`config.mk`:
```
export PLATFORM = sky130hd
export DESIGN_NAME = der_ecdsa_signature_canonical_check_flat
export DESIGN_NICKNAME = d
export VERILOG_FILES = /design/src/rtl/core/dersig_pkg.sv /design/src/rtl/core/dersig_byte_if.sv /design/src/rtl/core/dersig_verdict_if.sv /design/src/rtl/core/dersig_parse.sv /design/src/rtl/core/der_ecdsa_signature_canonical_check.sv /design/src/flat_wrapper.sv
export SDC_FILE = /design/constraint.sdc
export NUM_CORES = 1
export LEC_CHECK = 0
export BUFFER_PORTS_ARGS = -buffer_cell sky130_fd_sc_hd__buf_4
export CAP_MARGIN = 20
export CORE_MARGIN = 10
export CORE_UTILIZATION = 63
export CTS_CLUSTER_DIAMETER = 100
export DETAILED_ROUTE_END_ITERATION = 7
export PLACE_DENSITY_LB_ADDON = 0.2
export SLEW_MARGIN = 10
export SYNTH_ARGS = -nofsm -noshare
export SYNTH_HDL_FRONTEND = slang
export SYNTH_SLANG_ARGS = --single-unit
```
`constraint.sdc`:
```
create_clock -name i_clk -period 6.8 [get_ports i_clk]
set_input_delay 1.02 -clock i_clk [delete_from_list [all_inputs] [get_ports i_clk]]
set_output_delay 1.02 -clock i_clk [all_outputs]
set_load 0.01 [all_outputs]
```
`src/rtl/core/dersig_pkg.sv`:
```
`default_nettype none
package dersig_pkg;

    localparam int ORDER_BYTES = 32;

    localparam logic [255:0] ORDER_N =
        256'hFFFFFFFF_FFFFFFFF_FFFFFFFF_FFFFFFFE_BAAEDCE6_AF48A03B_BFD25E8C_D0364141;
    localparam logic [255:0] HALF_N = ORDER_N >> 1;

    localparam logic [7:0] TAG_SEQUENCE = 8'h30;
    localparam logic [7:0] TAG_INTEGER  = 8'h02;
    localparam int         MIN_SIG_BYTES = 8;

    typedef logic [1:0] t_verdict;

    localparam t_verdict VERDICT_REJECT = 2'd0;
    localparam t_verdict VERDICT_HIGH_S = 2'd1;
    localparam t_verdict VERDICT_LOW_S  = 2'd2;

    typedef struct packed {
        logic [7:0] sig_byte;
        logic       last_byte;
    } t_byte_word;

    // byte of n with rem bytes left to go (rem = 1 is the lowest byte)
    function automatic logic [7:0] order_byte(input logic [5:0] rem);
        logic [4:0] k;
        k = rem[4:0] - 5'd1;
        if (rem == 6'd0 || rem > 6'(ORDER_BYTES)) begin
            return 8'h00;
        end
        return ORDER_N[{k, 3'b000} +: 8];
    endfunction

    function automatic logic [7:0] half_byte(input logic [5:0] rem);
        logic [4:0] k;
        k = rem[4:0] - 5'd1;
        if (rem == 6'd0 || rem > 6'(ORDER_BYTES)) begin
            return 8'h00;
        end
        return HALF_N[{k, 3'b000} +: 8];
    endfunction

endpackage
`default_nettype wire

```
`src/rtl/core/dersig_byte_if.sv`:
```
`default_nettype none
interface dersig_byte_if;
    logic       valid;
    logic       ready;
    logic [7:0] sig_byte;
    logic       last_byte;

    modport source (output valid, output sig_byte, output last_byte, input ready);
    modport sink (input valid, input sig_byte, input last_byte, output ready);
endinterface
`default_nettype wire

```
`src/rtl/core/dersig_verdict_if.sv`:
```
`default_nettype none
interface dersig_verdict_if;
    logic       valid;
    logic       ready;
    logic [1:0] verdict;

    modport source (output valid, output verdict, input ready);
    modport sink (input valid, input verdict, output ready);
endinterface
`default_nettype wire

```
`src/rtl/core/dersig_parse.sv`:
```
`default_nettype none
module dersig_parse #(
    parameter int MAX_SIG_BYTES  = 72,
    parameter int MAX_PART_BYTES = 33
) (
    input  wire logic                  i_clk,
    input  wire logic                  i_rst_n,
    input  wire logic                  i_step,
    input  wire dersig_pkg::t_byte_word i_word,
    output      dersig_pkg::t_verdict  o_verdict
);
    import dersig_pkg::*;

    localparam int BW = $clog2(MAX_SIG_BYTES + 2);
    localparam int PW = $clog2(MAX_PART_BYTES + 1);

    localparam logic [3:0] PH_HDR_TAG = 4'd0;
    localparam logic [3:0] PH_HDR_LEN = 4'd1;
    localparam logic [3:0] PH_R_TAG   = 4'd2;
    localparam logic [3:0] PH_R_LEN   = 4'd3;
    localparam logic [3:0] PH_R_BODY  = 4'd4;
    localparam logic [3:0] PH_S_TAG   = 4'd5;
    localparam logic [3:0] PH_S_LEN   = 4'd6;
    localparam logic [3:0] PH_S_BODY  = 4'd7;
    localparam logic [3:0] PH_DONE    = 4'd8;

    localparam logic [1:0] CMP_LT = 2'd0;
    localparam logic [1:0] CMP_EQ = 2'd1;
    localparam logic [1:0] CMP_GT = 2'd2;

    function automatic logic [1:0] cmp_step(input logic [1:0] st, input logic [7:0] a,
                                            input logic [7:0] b);
        if (st != CMP_EQ) begin
            return st;
        end
        if (a < b) begin
            return CMP_LT;
        end
        if (a > b) begin
            return CMP_GT;
        end
        return CMP_EQ;
    endfunction

    logic [BW-1:0] r_pos, n_pos;
    logic [7:0]    r_decl, n_decl;
    logic [3:0]    r_phase, n_phase;
    logic [PW-1:0] r_plen, n_plen;
    logic [PW-1:0] r_prem, n_prem;
    logic          r_lz, n_lz;
    logic [1:0]    r_rcmp, n_rcmp;
    logic [1:0]    r_scmp, n_scmp;
    logic [1:0]    r_hcmp, n_hcmp;
    logic          r_rej, n_rej;

    logic [7:0] w_b;
    logic       w_first;
    logic       w_second;
    logic       w_body_ok;
    logic       w_len_ok;
    logic [1:0] w_init;
    logic [7:0] w_nbyte;
    logic [7:0] w_hbyte;
    logic       w_is_s;

    assign w_b      = i_word.sig_byte;
    assign w_first  = (r_prem == r_plen);
    assign w_second = (PW'(r_prem + PW'(1)) == r_plen);
    assign w_nbyte  = order_byte(6'(r_prem));
    assign w_hbyte  = half_byte(6'(r_prem));
    assign w_len_ok = (w_b >= 8'd1) && (w_b <= 8'(MAX_PART_BYTES));
    assign w_init   = (w_b < 8'(ORDER_BYTES)) ? CMP_LT : CMP_EQ;
    assign w_is_s   = (r_phase == PH_S_BODY);

    always_comb begin
        w_body_ok = 1'b1;
        if (r_prem == '0) begin
            w_body_ok = 1'b0;
        end else if (w_first) begin
            if (w_b[7] || (w_b == 8'd0 && r_plen == PW'(1))) begin
                w_body_ok = 1'b0;
            end
        end else if (w_second && r_lz && !w_b[7]) begin
            w_body_ok = 1'b0;
        end
    end

    always_comb begin
        n_pos   = r_pos;
        n_decl  = r_decl;
        n_phase = r_phase;
        n_plen  = r_plen;
        n_prem  = r_prem;
        n_lz    = r_lz;
        n_rcmp  = r_rcmp;
        n_scmp  = r_scmp;
        n_hcmp  = r_hcmp;
        n_rej   = r_rej;
        o_verdict = VERDICT_REJECT;

        if (r_pos <= BW'(MAX_SIG_BYTES)) begin
            n_pos = BW'(r_pos + BW'(1));
        end
        if (n_pos > BW'(MAX_SIG_BYTES)) begin
            n_rej = 1'b1;
        end

        if (!n_rej) begin
            case (r_phase)
                PH_HDR_TAG: begin
                    if (w_b != TAG_SEQUENCE) n_rej = 1'b1;
                    else n_phase = PH_HDR_LEN;
                end
                PH_HDR_LEN: begin
                    n_decl  = w_b;
                    n_phase = PH_R_TAG;
                end
                PH_R_TAG, PH_S_TAG: begin
                    if (w_b != TAG_INTEGER) n_rej = 1'b1;
                    else n_phase = (r_phase == PH_R_TAG) ? PH_R_LEN : PH_S_LEN;
                end
                PH_R_LEN, PH_S_LEN: begin
                    if (!w_len_ok) begin
                        n_rej = 1'b1;
                    end else begin
                        n_plen = w_b[PW-1:0];
                        n_prem = w_b[PW-1:0];
                        n_lz   = 1'b0;
                        if (r_phase == PH_S_LEN) begin
                            n_scmp  = w_init;
                            n_hcmp  = w_init;
                            n_phase = PH_S_BODY;
                        end else begin
                            n_rcmp  = w_init;
                            n_phase = PH_R_BODY;
                        end
                    end
                end
                PH_R_BODY, PH_S_BODY: begin
                    if (!w_body_ok) begin
                        n_rej = 1'b1;
                    end else begin
                        if (w_first && w_b == 8'd0) begin
                            n_lz = 1'b1;
                        end
                        if (w_is_s) begin
                            n_scmp = cmp_step(r_scmp, w_b, w_nbyte);
                            n_hcmp = cmp_step(r_hcmp, w_b, w_hbyte);
                        end else begin
                            n_rcmp = cmp_step(r_rcmp, w_b, w_nbyte);
                        end
                        n_prem = PW'(r_prem - PW'(1));
                        if (r_prem == PW'(1)) begin
                            n_phase = w_is_s ? PH_DONE : PH_S_TAG;
                        end
                    end
                end
                default: begin
                    n_rej = 1'b1;
                end
            endcase
        end

        if (!n_rej && n_phase == PH_DONE
                && n_pos >= BW'(MIN_SIG_BYTES) && n_pos <= BW'(MAX_SIG_BYTES)
                && (9'(n_decl) + 9'd2) == 9'(n_pos)
                && n_rcmp == CMP_LT && n_scmp == CMP_LT) begin
            o_verdict = (n_hcmp == CMP_GT) ? VERDICT_HIGH_S : VERDICT_LOW_S;
        end

        if (i_word.last_byte) begin
            n_pos   = '0;
            n_decl  = '0;
            n_phase = PH_HDR_TAG;
            n_plen  = '0;
            n_prem  = '0;
            n_lz    = 1'b0;
            n_rcmp  = CMP_EQ;
            n_scmp  = CMP_EQ;
            n_hcmp  = CMP_EQ;
            n_rej   = 1'b0;
        end
    end

    always_ff @(posedge i_clk) begin
        if (!i_rst_n) begin
            r_pos   <= '0;
            r_decl  <= '0;
            r_phase <= PH_HDR_TAG;
            r_plen  <= '0;
            r_prem  <= '0;
            r_lz    <= 1'b0;
            r_rcmp  <= CMP_EQ;
            r_scmp  <= CMP_EQ;
            r_hcmp  <= CMP_EQ;
            r_rej   <= 1'b0;
        end else if (i_step) begin
            r_pos   <= n_pos;
            r_decl  <= n_decl;
            r_phase <= n_phase;
            r_plen  <= n_plen;
            r_prem  <= n_prem;
            r_lz    <= n_lz;
            r_rcmp  <= n_rcmp;
            r_scmp  <= n_scmp;
            r_hcmp  <= n_hcmp;
            r_rej   <= n_rej;
        end
    end

endmodule
`default_nettype wire

```
`src/rtl/core/der_ecdsa_signature_canonical_check.sv`:
```
// A final byte is registered at the input, then its verdict in the output register.
// Throughput: one byte per cycle; the next signature may follow its final byte at once.
// A stalled output holds only the final byte of the next signature; other bytes keep flowing.
// Reset: synchronous, active low; parser returns to the header tag, both registers empty.
`default_nettype none
module der_ecdsa_signature_canonical_check #(
    parameter int MAX_SIG_BYTES  = 72,
    parameter int MAX_PART_BYTES = 33
) (
    input wire logic            i_clk,
    input wire logic            i_rst_n,
    dersig_byte_if.sink         i_byte,
    dersig_verdict_if.source    o_verdict
);
    import dersig_pkg::*;

    logic       r_in_v, n_in_v;
    t_byte_word r_in;
    logic       r_out_v, n_out_v;
    t_verdict   r_verdict;
    t_verdict   w_verdict;
    logic       w_step;
    logic       w_take;

    assign w_step = r_in_v && (!r_in.last_byte || !r_out_v || o_verdict.ready);
    assign w_take = i_byte.valid && i_byte.ready;

    assign i_byte.ready      = !r_in_v || w_step;
    assign o_verdict.valid   = r_out_v;
    assign o_verdict.verdict = r_verdict;

    dersig_parse #(
        .MAX_SIG_BYTES  (MAX_SIG_BYTES),
        .MAX_PART_BYTES (MAX_PART_BYTES)
    ) u_parse (
        .i_clk     (i_clk),
        .i_rst_n   (i_rst_n),
        .i_step    (w_step),
        .i_word    (r_in),
        .o_verdict (w_verdict)
    );

    always_comb begin
        n_in_v = w_take ? 1'b1 : (w_step ? 1'b0 : r_in_v);
        n_out_v = r_out_v;
        if (o_verdict.ready) begin
            n_out_v = 1'b0;
        end
        if (w_step && r_in.last_byte) begin
            n_out_v = 1'b1;
        end
    end

    always_ff @(posedge i_clk) begin
        if (!i_rst_n) begin
            r_in_v  <= 1'b0;
            r_out_v <= 1'b0;
        end else begin
            r_in_v  <= n_in_v;
            r_out_v <= n_out_v;
        end
    end

    always_ff @(posedge i_clk) begin
        if (w_take) begin
            r_in.sig_byte  <= i_byte.sig_byte;
            r_in.last_byte <= i_byte.last_byte;
        end
        if (w_step && r_in.last_byte) begin
            r_verdict <= w_verdict;
        end
    end

    a_mid_byte_flows: assert property (@(posedge i_clk) disable iff (!i_rst_n)
        (r_in_v && !r_in.last_byte) |-> w_step)
        else $error("non-final byte stalled");

    a_final_gives_word: assert property (@(posedge i_clk) disable iff (!i_rst_n)
        (w_step && r_in.last_byte) |=> r_out_v)
        else $error("final byte produced no verdict word");

    a_verdict_code: assert property (@(posedge i_clk) disable iff (!i_rst_n)
        r_out_v |-> (r_verdict == VERDICT_REJECT || r_verdict == VERDICT_HIGH_S
                     || r_verdict == VERDICT_LOW_S))
        else $error("verdict code out of range");

endmodule
`default_nettype wire

```
`src/flat_wrapper.sv`:
```
// flat-port wrapper written by rule: the top's interface ports become plain ports
module der_ecdsa_signature_canonical_check_flat import dersig_pkg::*;
#(
    parameter int MAX_SIG_BYTES  = 72,
    parameter int MAX_PART_BYTES = 33
)
  (i_clk, i_rst_n, i_byte_valid, i_byte_sig_byte, i_byte_last_byte, i_byte_ready, o_verdict_valid, o_verdict_verdict, o_verdict_ready);
  dersig_byte_if i_byte_i ();
  dersig_verdict_if o_verdict_i ();
  input wire logic i_clk;
  input wire logic i_rst_n;
  input wire logic [$bits(i_byte_i.valid)-1:0] i_byte_valid;
  input wire logic [$bits(i_byte_i.sig_byte)-1:0] i_byte_sig_byte;
  input wire logic [$bits(i_byte_i.last_byte)-1:0] i_byte_last_byte;
  output wire logic [$bits(i_byte_i.ready)-1:0] i_byte_ready;
  output wire logic [$bits(o_verdict_i.valid)-1:0] o_verdict_valid;
  output wire logic [$bits(o_verdict_i.verdict)-1:0] o_verdict_verdict;
  input wire logic [$bits(o_verdict_i.ready)-1:0] o_verdict_ready;
  assign i_byte_i.valid = i_byte_valid;
  assign i_byte_i.sig_byte = i_byte_sig_byte;
  assign i_byte_i.last_byte = i_byte_last_byte;
  assign i_byte_ready = i_byte_i.ready;
  assign o_verdict_valid = o_verdict_i.valid;
  assign o_verdict_verdict = o_verdict_i.verdict;
  assign o_verdict_i.ready = o_verdict_ready;
  der_ecdsa_signature_canonical_check #(.MAX_SIG_BYTES(MAX_SIG_BYTES), .MAX_PART_BYTES(MAX_PART_BYTES)) u_core (.i_clk(i_clk), .i_rst_n(i_rst_n), .i_byte(i_byte_i), .o_verdict(o_verdict_i));
endmodule
```
Yosys cells after proc, flatten, opt, wreduce, memory -nomap -nowiden --
Cells that the tools add are included. W data, S select, Z words.
Operators by class: add/sub/neg operators 5, $lt $le $gt $ge 12, eq/ne operators 23, shift operators 2, muxes and demuxes 143, reduce and logical (&&, ||, !) cells 40
Operators by type and width (count):
- $shiftx A256 B9 Y8 const A | 2
- $mux W2 | 38
- $mux W1 | 74
- $mux W8 | 6
- $mux W6 | 7
- $mux W4 | 8
- $pmux W4 S5 | 1
- $eq A4 B3 Y1 const B | 4
- $gt A8 B8 Y1 | 2
- $lt A8 B8 Y1 | 2
- $le A7 B7 Y1 const B | 2
- $logic_and A1 B1 Y1 | 14
- $mux W7 | 2
- $eq A6 B1 Y1 const B | 2
- $eq A6 B6 Y1 | 2
- $pmux W2 S2 | 3
- $pmux W6 S2 | 1
- $add A8 B2 Y9 const B | 1
- $eq A9 B7 Y1 | 1
- $ne A3 B2 Y1 const B | 3
- $eq A4 B2 Y1 const B | 2
- $ge A8 B1 Y1 const B | 1
- $le A8 B6 Y1 const B | 1
- $logic_not A8 Y1 | 1
- 28 further kinds | 45
Word-level totals: register bits after elaboration 52, bits of input ports 13, output and inout bits 4, word-level logic and storage cells 240

Logic depth before layout (Yosys ltp) --
word-level depth 31, gate-level depth with buffers 19, gate-level depth less buffers 17

Modules after synthesis --
A second synthesis with hierarchy kept.
Second synthesis, totals: cell total of the unflattened synthesis 596, area, all modules 4687.0 um2
By module, submodules not included:
- dersig_parse | times used 1, cells each 573, area an instance 4239.1 um2, seq. area each 780.7 um2
- der_ecdsa_signature_canonical_check | times used 1, cells each 23, area an instance 447.9 um2, seq. area each 370.4 um2

Worst setup path after synthesis --
Ideal clock, no wire load.
path kind register -> register, start point register u_core.u_parse.r_prem[0], end point register u_core.r_verdict[0] (netlist: u_core.o_verdict.verdict[0]), data pin, setup time 131 ps, arrival 3964 ps, data required time 6669 ps, path slack 2704 ps, cell stages (with the launch flop) 17, buffers on the path 1, period minus slack after synthesis 4096 ps, path through dfxtp_1 > clkbuf_1 > inv_1 > ha_1 > nand2_1 > xor2_1 > o21ai_0 > o31ai_1 > ha_1 > a21oi_1 > o21ai_0 > o21a_1 > or4b_1 > o31ai_1 > o211ai_1 > nor4_2 > and2_1
Between the ends: cells in the longest elaborated chain, start to end 22, elaborated cells between the ends (all ways) 105, classes of those cells add/sub (2); order compare (5); eq/ne (5); shift (2); mux (78); reduce/logical (13)
RTL lines:
- start: declaration | RTL line dersig_parse.sv:49 | logic [PW-1:0] r_prem, n_prem;
- start signal: assignment | RTL line dersig_parse.sv:202 | r_prem <= n_prem;
- branches (longest 22 deep; another with $gt A8 B8 Y1)
- end signal: assignment | RTL line der_ecdsa_signature_canonical_check.sv:70 | r_verdict <= w_verdict;
- end: declaration | RTL line der_ecdsa_signature_canonical_check.sv:20 | t_verdict r_verdict;
Several ways; the timed one is not identified. The select of a mux whose other input is x is not followed. A chain may end at the register's enable or synchronous reset.

Worst setup path after layout --
start point register u_core.u_parse.r_prem[0], end point register u_core.r_verdict[1] (netlist: u_core.o_verdict.verdict[1]), data pin
The elaborated chain is that of the path after synthesis.

==> results.json <==
{
  "syn_to_final_growth_pct": 3.67,
  "firstDrtPassIters": 5,
  "vias": 4432,
  "startpoint_type": "register",
  "grtUsageTotal_pct": 21.9,
  "clockBufferDepth": 2,
  "die_y_um": 105,
  "fin_tns_setup_ns": 0,
  "worstRegToRegCells": 15,
  "die_area_um2": 11100,
  "gp_congestion": 1.01,
  "power.density_nw_per_um2": 140,
  "netlist_area_um2": 4570,
  "die_w_um": 105,
  "crit_type": "register to register",
  "hp-class": "register to register",
  "worst_slew_pin_slew_ns": 0.905,
  "drive_above_1_share_pct": 8.35,
  "skew_ns": 0.0133,
  "final_common_cell": "nand2_1",
  "clkTransAtPathRegs_ns": 0.11,
  "power_leakage_nw": 1.69,
  "hpwl_mm": 9.08,
  "slew_violations": 0,
  "status": "complete, no violations",
  "endpoint_kind": "register",
  "root_buffer": "clkbuf_8",
  "multiInputGateArea_um2": 3170,
  "nets": 613,
  "clkSinkCount": 52,
  "io_buffer_count": 16,
  "layout_common_cells": "nand2_1 (49), nor2_1 (43), dfxtp_1 (41)",
  "maxCapViolations": 0,
  "synthArstFlopShare_pct": 0,
  "setup_viol_count_final": 0,
  "io_pins": 17,
  "placed_area_um2": 4640,
  "ys.flop_type": "dfxtp_1",
  "via_per_inst": 6.61,
  "nFillCells": 613,
  "crit_chain": "inv_1 > ha_1 > nand2_1 > xor2_1 > o311ai_0 > o21ai_0 > ha_1 > a21oi_1 > o21ai_0 > o21a_1 > or4b_1 > o31ai_1 > o211ai_1 > nor4_2 > and2b_1",
  "grt_pass1_vias": 4144,
  "syn_nets": 629,
  "cts_setup_buffers": 0,
  "slew_headroom_pct": 39.1,
  "cts_tree": "done",
  "final_antenna_net_count": 0,
  "drt_iter0_markers": 410,
  "yosysWarningCount": 0,
  "arrival_ns": 5.08,
  "max_stage_delay_ns": 0.66,
  "layout_worst_path_cycle_share_pct": 71.9,
  "rows": 30,
  "synth_edf_count": 11,
  "postCtsHoldBufs": 0,
  "max_freq_ghz": 0.205,
  "crit_fanout": 15,
  "rsz0062_at_grt": "false",
  "syn_inst": 590,
  "start_util_pct": 66.2,
  "wire_per_inst_um": 18.6,
  "design.core.area_um2": 6910,
  "whs_path_depth": 2,
  "antenna_found_initial": 0,
  "seq_area_frac_synth_pct": 25.2,
  "wl_mm": 12.5,
  "peakVddDrop_mv": 0.133,
  "period_needed_ns": 4.89,
  "register_area_um2": 1150,
  "clkLatencyLatePin_ns": 0.32,
  "drc": 0,
  "diodes": 0,
  "final_area_um2": 4740,
  "report.final.hold_viol_count": 0,
  "cts.repair.resized": 0,
  "grt_pass1_wl_mm": 20.6,
  "syn_area_per_cell_um2": 7.75,
  "h-tree-depth": 2,
  "required_ns": 6.99,
  "grt_max_degree": 43,
  "synth_cell_types": 71,
  "synth-seq-cells": 52,
  "grt_overflow_total": 0,
  "numCtsBuffers": 5,
  "slowest_stage": "dfxtp_1"
}
[critical path: cells and delay by family (launching register included)]
| family | cells | cell delay [ns] |
|---|---|---|
| compound gates | 7 | 1.56 |
| flops | 1 | 0.66 |
| fa+ha+maj | 2 | 0.68 |
| buf+inv | 1 | 0.20 |
| xor+xnor | 1 | 0.56 |
| simple gates | 4 | 1.10 |
[report_power, final]
| group | internal, mW | total, mW | switching (mW) |
|---|---|---|---|
| clock network | 0.0758 | 0.190 | 0.114 |
| logic | 0.0527 | 0.135 | 0.0818 |
| registers | 0.321 | 0.340 | 0.0184 |
| total | 0.450 | 0.664 | 0.215 |
[path summary, 6_finish.rpt]
| kind | from | end | slack (ns) |
|---|---|---|---|
| worst min-delay path | u_core.u_parse.r_lz | u_core.u_parse.r_lz | 0.47 |
| worst max register to register | u_core.u_parse.r_prem[0] | u_core.o_verdict.verdict[1] | 1.91 |
| worst min register to register | u_core.u_parse.r_lz | u_core.u_parse.r_lz | 0.47 |
| worst max-delay path | u_core.u_parse.r_prem[0] | u_core.o_verdict.verdict[1] | 1.91 |
[synthesized netlist by cell type, types with 4 or more instances]
master	count	area, um2
nand2_1	49	184
nor2_1	43	161
dfxtp_1	41	821
o21ai_0	37	185
a21oi_1	33	165
nor2b_1	29	181
clkbuf_1	28	105
ha_1	26	325
nor3_1	24	120
nand3_1	21	105
a22oi_1	19	143
inv_1	16	60.1
xnor2_1	16	140
xor2_1	14	123
edfxtp_1	11	330
and2_1	10	62.6
buf_2	10	50.1
nor4_1	10	62.6
a31oi_1	9	56.3
mux2i_1	8	80.1
a211oi_1	7	52.6
nand2b_1	7	43.8
nand4_1	7	43.8
o31ai_1	7	52.6
nand3b_1	6	45.0
o211ai_1	6	45.0
o21a_1	6	45.0
and3_1	5	31.3
a21o_1	4	30.0
a32oi_1	4	35.0
mux2_2	4	45.0
nor3b_1	4	30.0
or2_2	4	25.0
[logic make-up after synthesis]
| group | after synthesis | share of synthesized area, % |
|---|---|---|
| flops | 52 | 25.2 |
| compound gates | 170 | 25.2 |
| simple gates | 242 | 28.6 |
| mux | 12 | 2.74 |
| fa+ha+maj | 26 | 7.12 |
| buf+inv | 58 | 5.45 |
| xor+xnor | 30 | 5.75 |
[sequential cells by signal, summed over array words and instances, names as in the netlist]
signal and flops:
u_core.u_parse.r_pos 7, u_core.u_parse.r_prem 6, u_core.r_in_v 1, u_core.u_parse.r_decl 8
u_core.o_verdict.valid 1, u_core.u_parse.r_phase 4, u_core.r_in 9, u_core.u_parse.r_plen 6
u_core.u_parse.r_rej 1, u_core.u_parse.r_scmp 2, u_core.u_parse.r_lz 1, u_core.o_verdict.verdict 2
u_core.u_parse.r_hcmp 2, u_core.u_parse.r_rcmp 2
[area by class of cell]
type | instances | area share (%)
inverter | 16 | 1.27
sequential | 52 | 24.3
clock buffer | 5 | 1.45
tap | 96 | 2.53
multi-input combinational | 480 | 66.9
clock inverter | 3 | 0.581
timing repair buffer | 19 | 2.96
[metal layers]
layer  share of wire (%)  global-route usage, %  routed length (um)  vias to the layer above
li1                    -                      -                   -                     2154
met2                  47                   34.7                5800                      175
met4                 2.1                   7.35                 265                        0
met5                   0                      0                   0                        -
met1                  44                   29.4                5540                     2077
met3                 6.9                   3.44                 863                       26
[stage by stage]
| step | std cells | setup WS, ns | hold WS, ns | util, % | total power [mW] |
|---|---|---|---|---|---|
| floorplan | 590 | 2.70 | 0.422 | - | 0.442 |
| global placement | 662 | 2.20 | 0.437 | 67.2 | 0.473 |
| detailed placement | 663 | 2.02 | 0.451 | 67.2 | 0.478 |
| CTS | 671 | 1.98 | 0.462 | 68.6 | 0.662 |
| global route | 671 | 1.56 | 0.528 | 68.6 | 0.695 |
| finish | 671 | 1.91 | 0.472 | 68.6 | 0.664 |
Power figures use the tool's default switching activity.
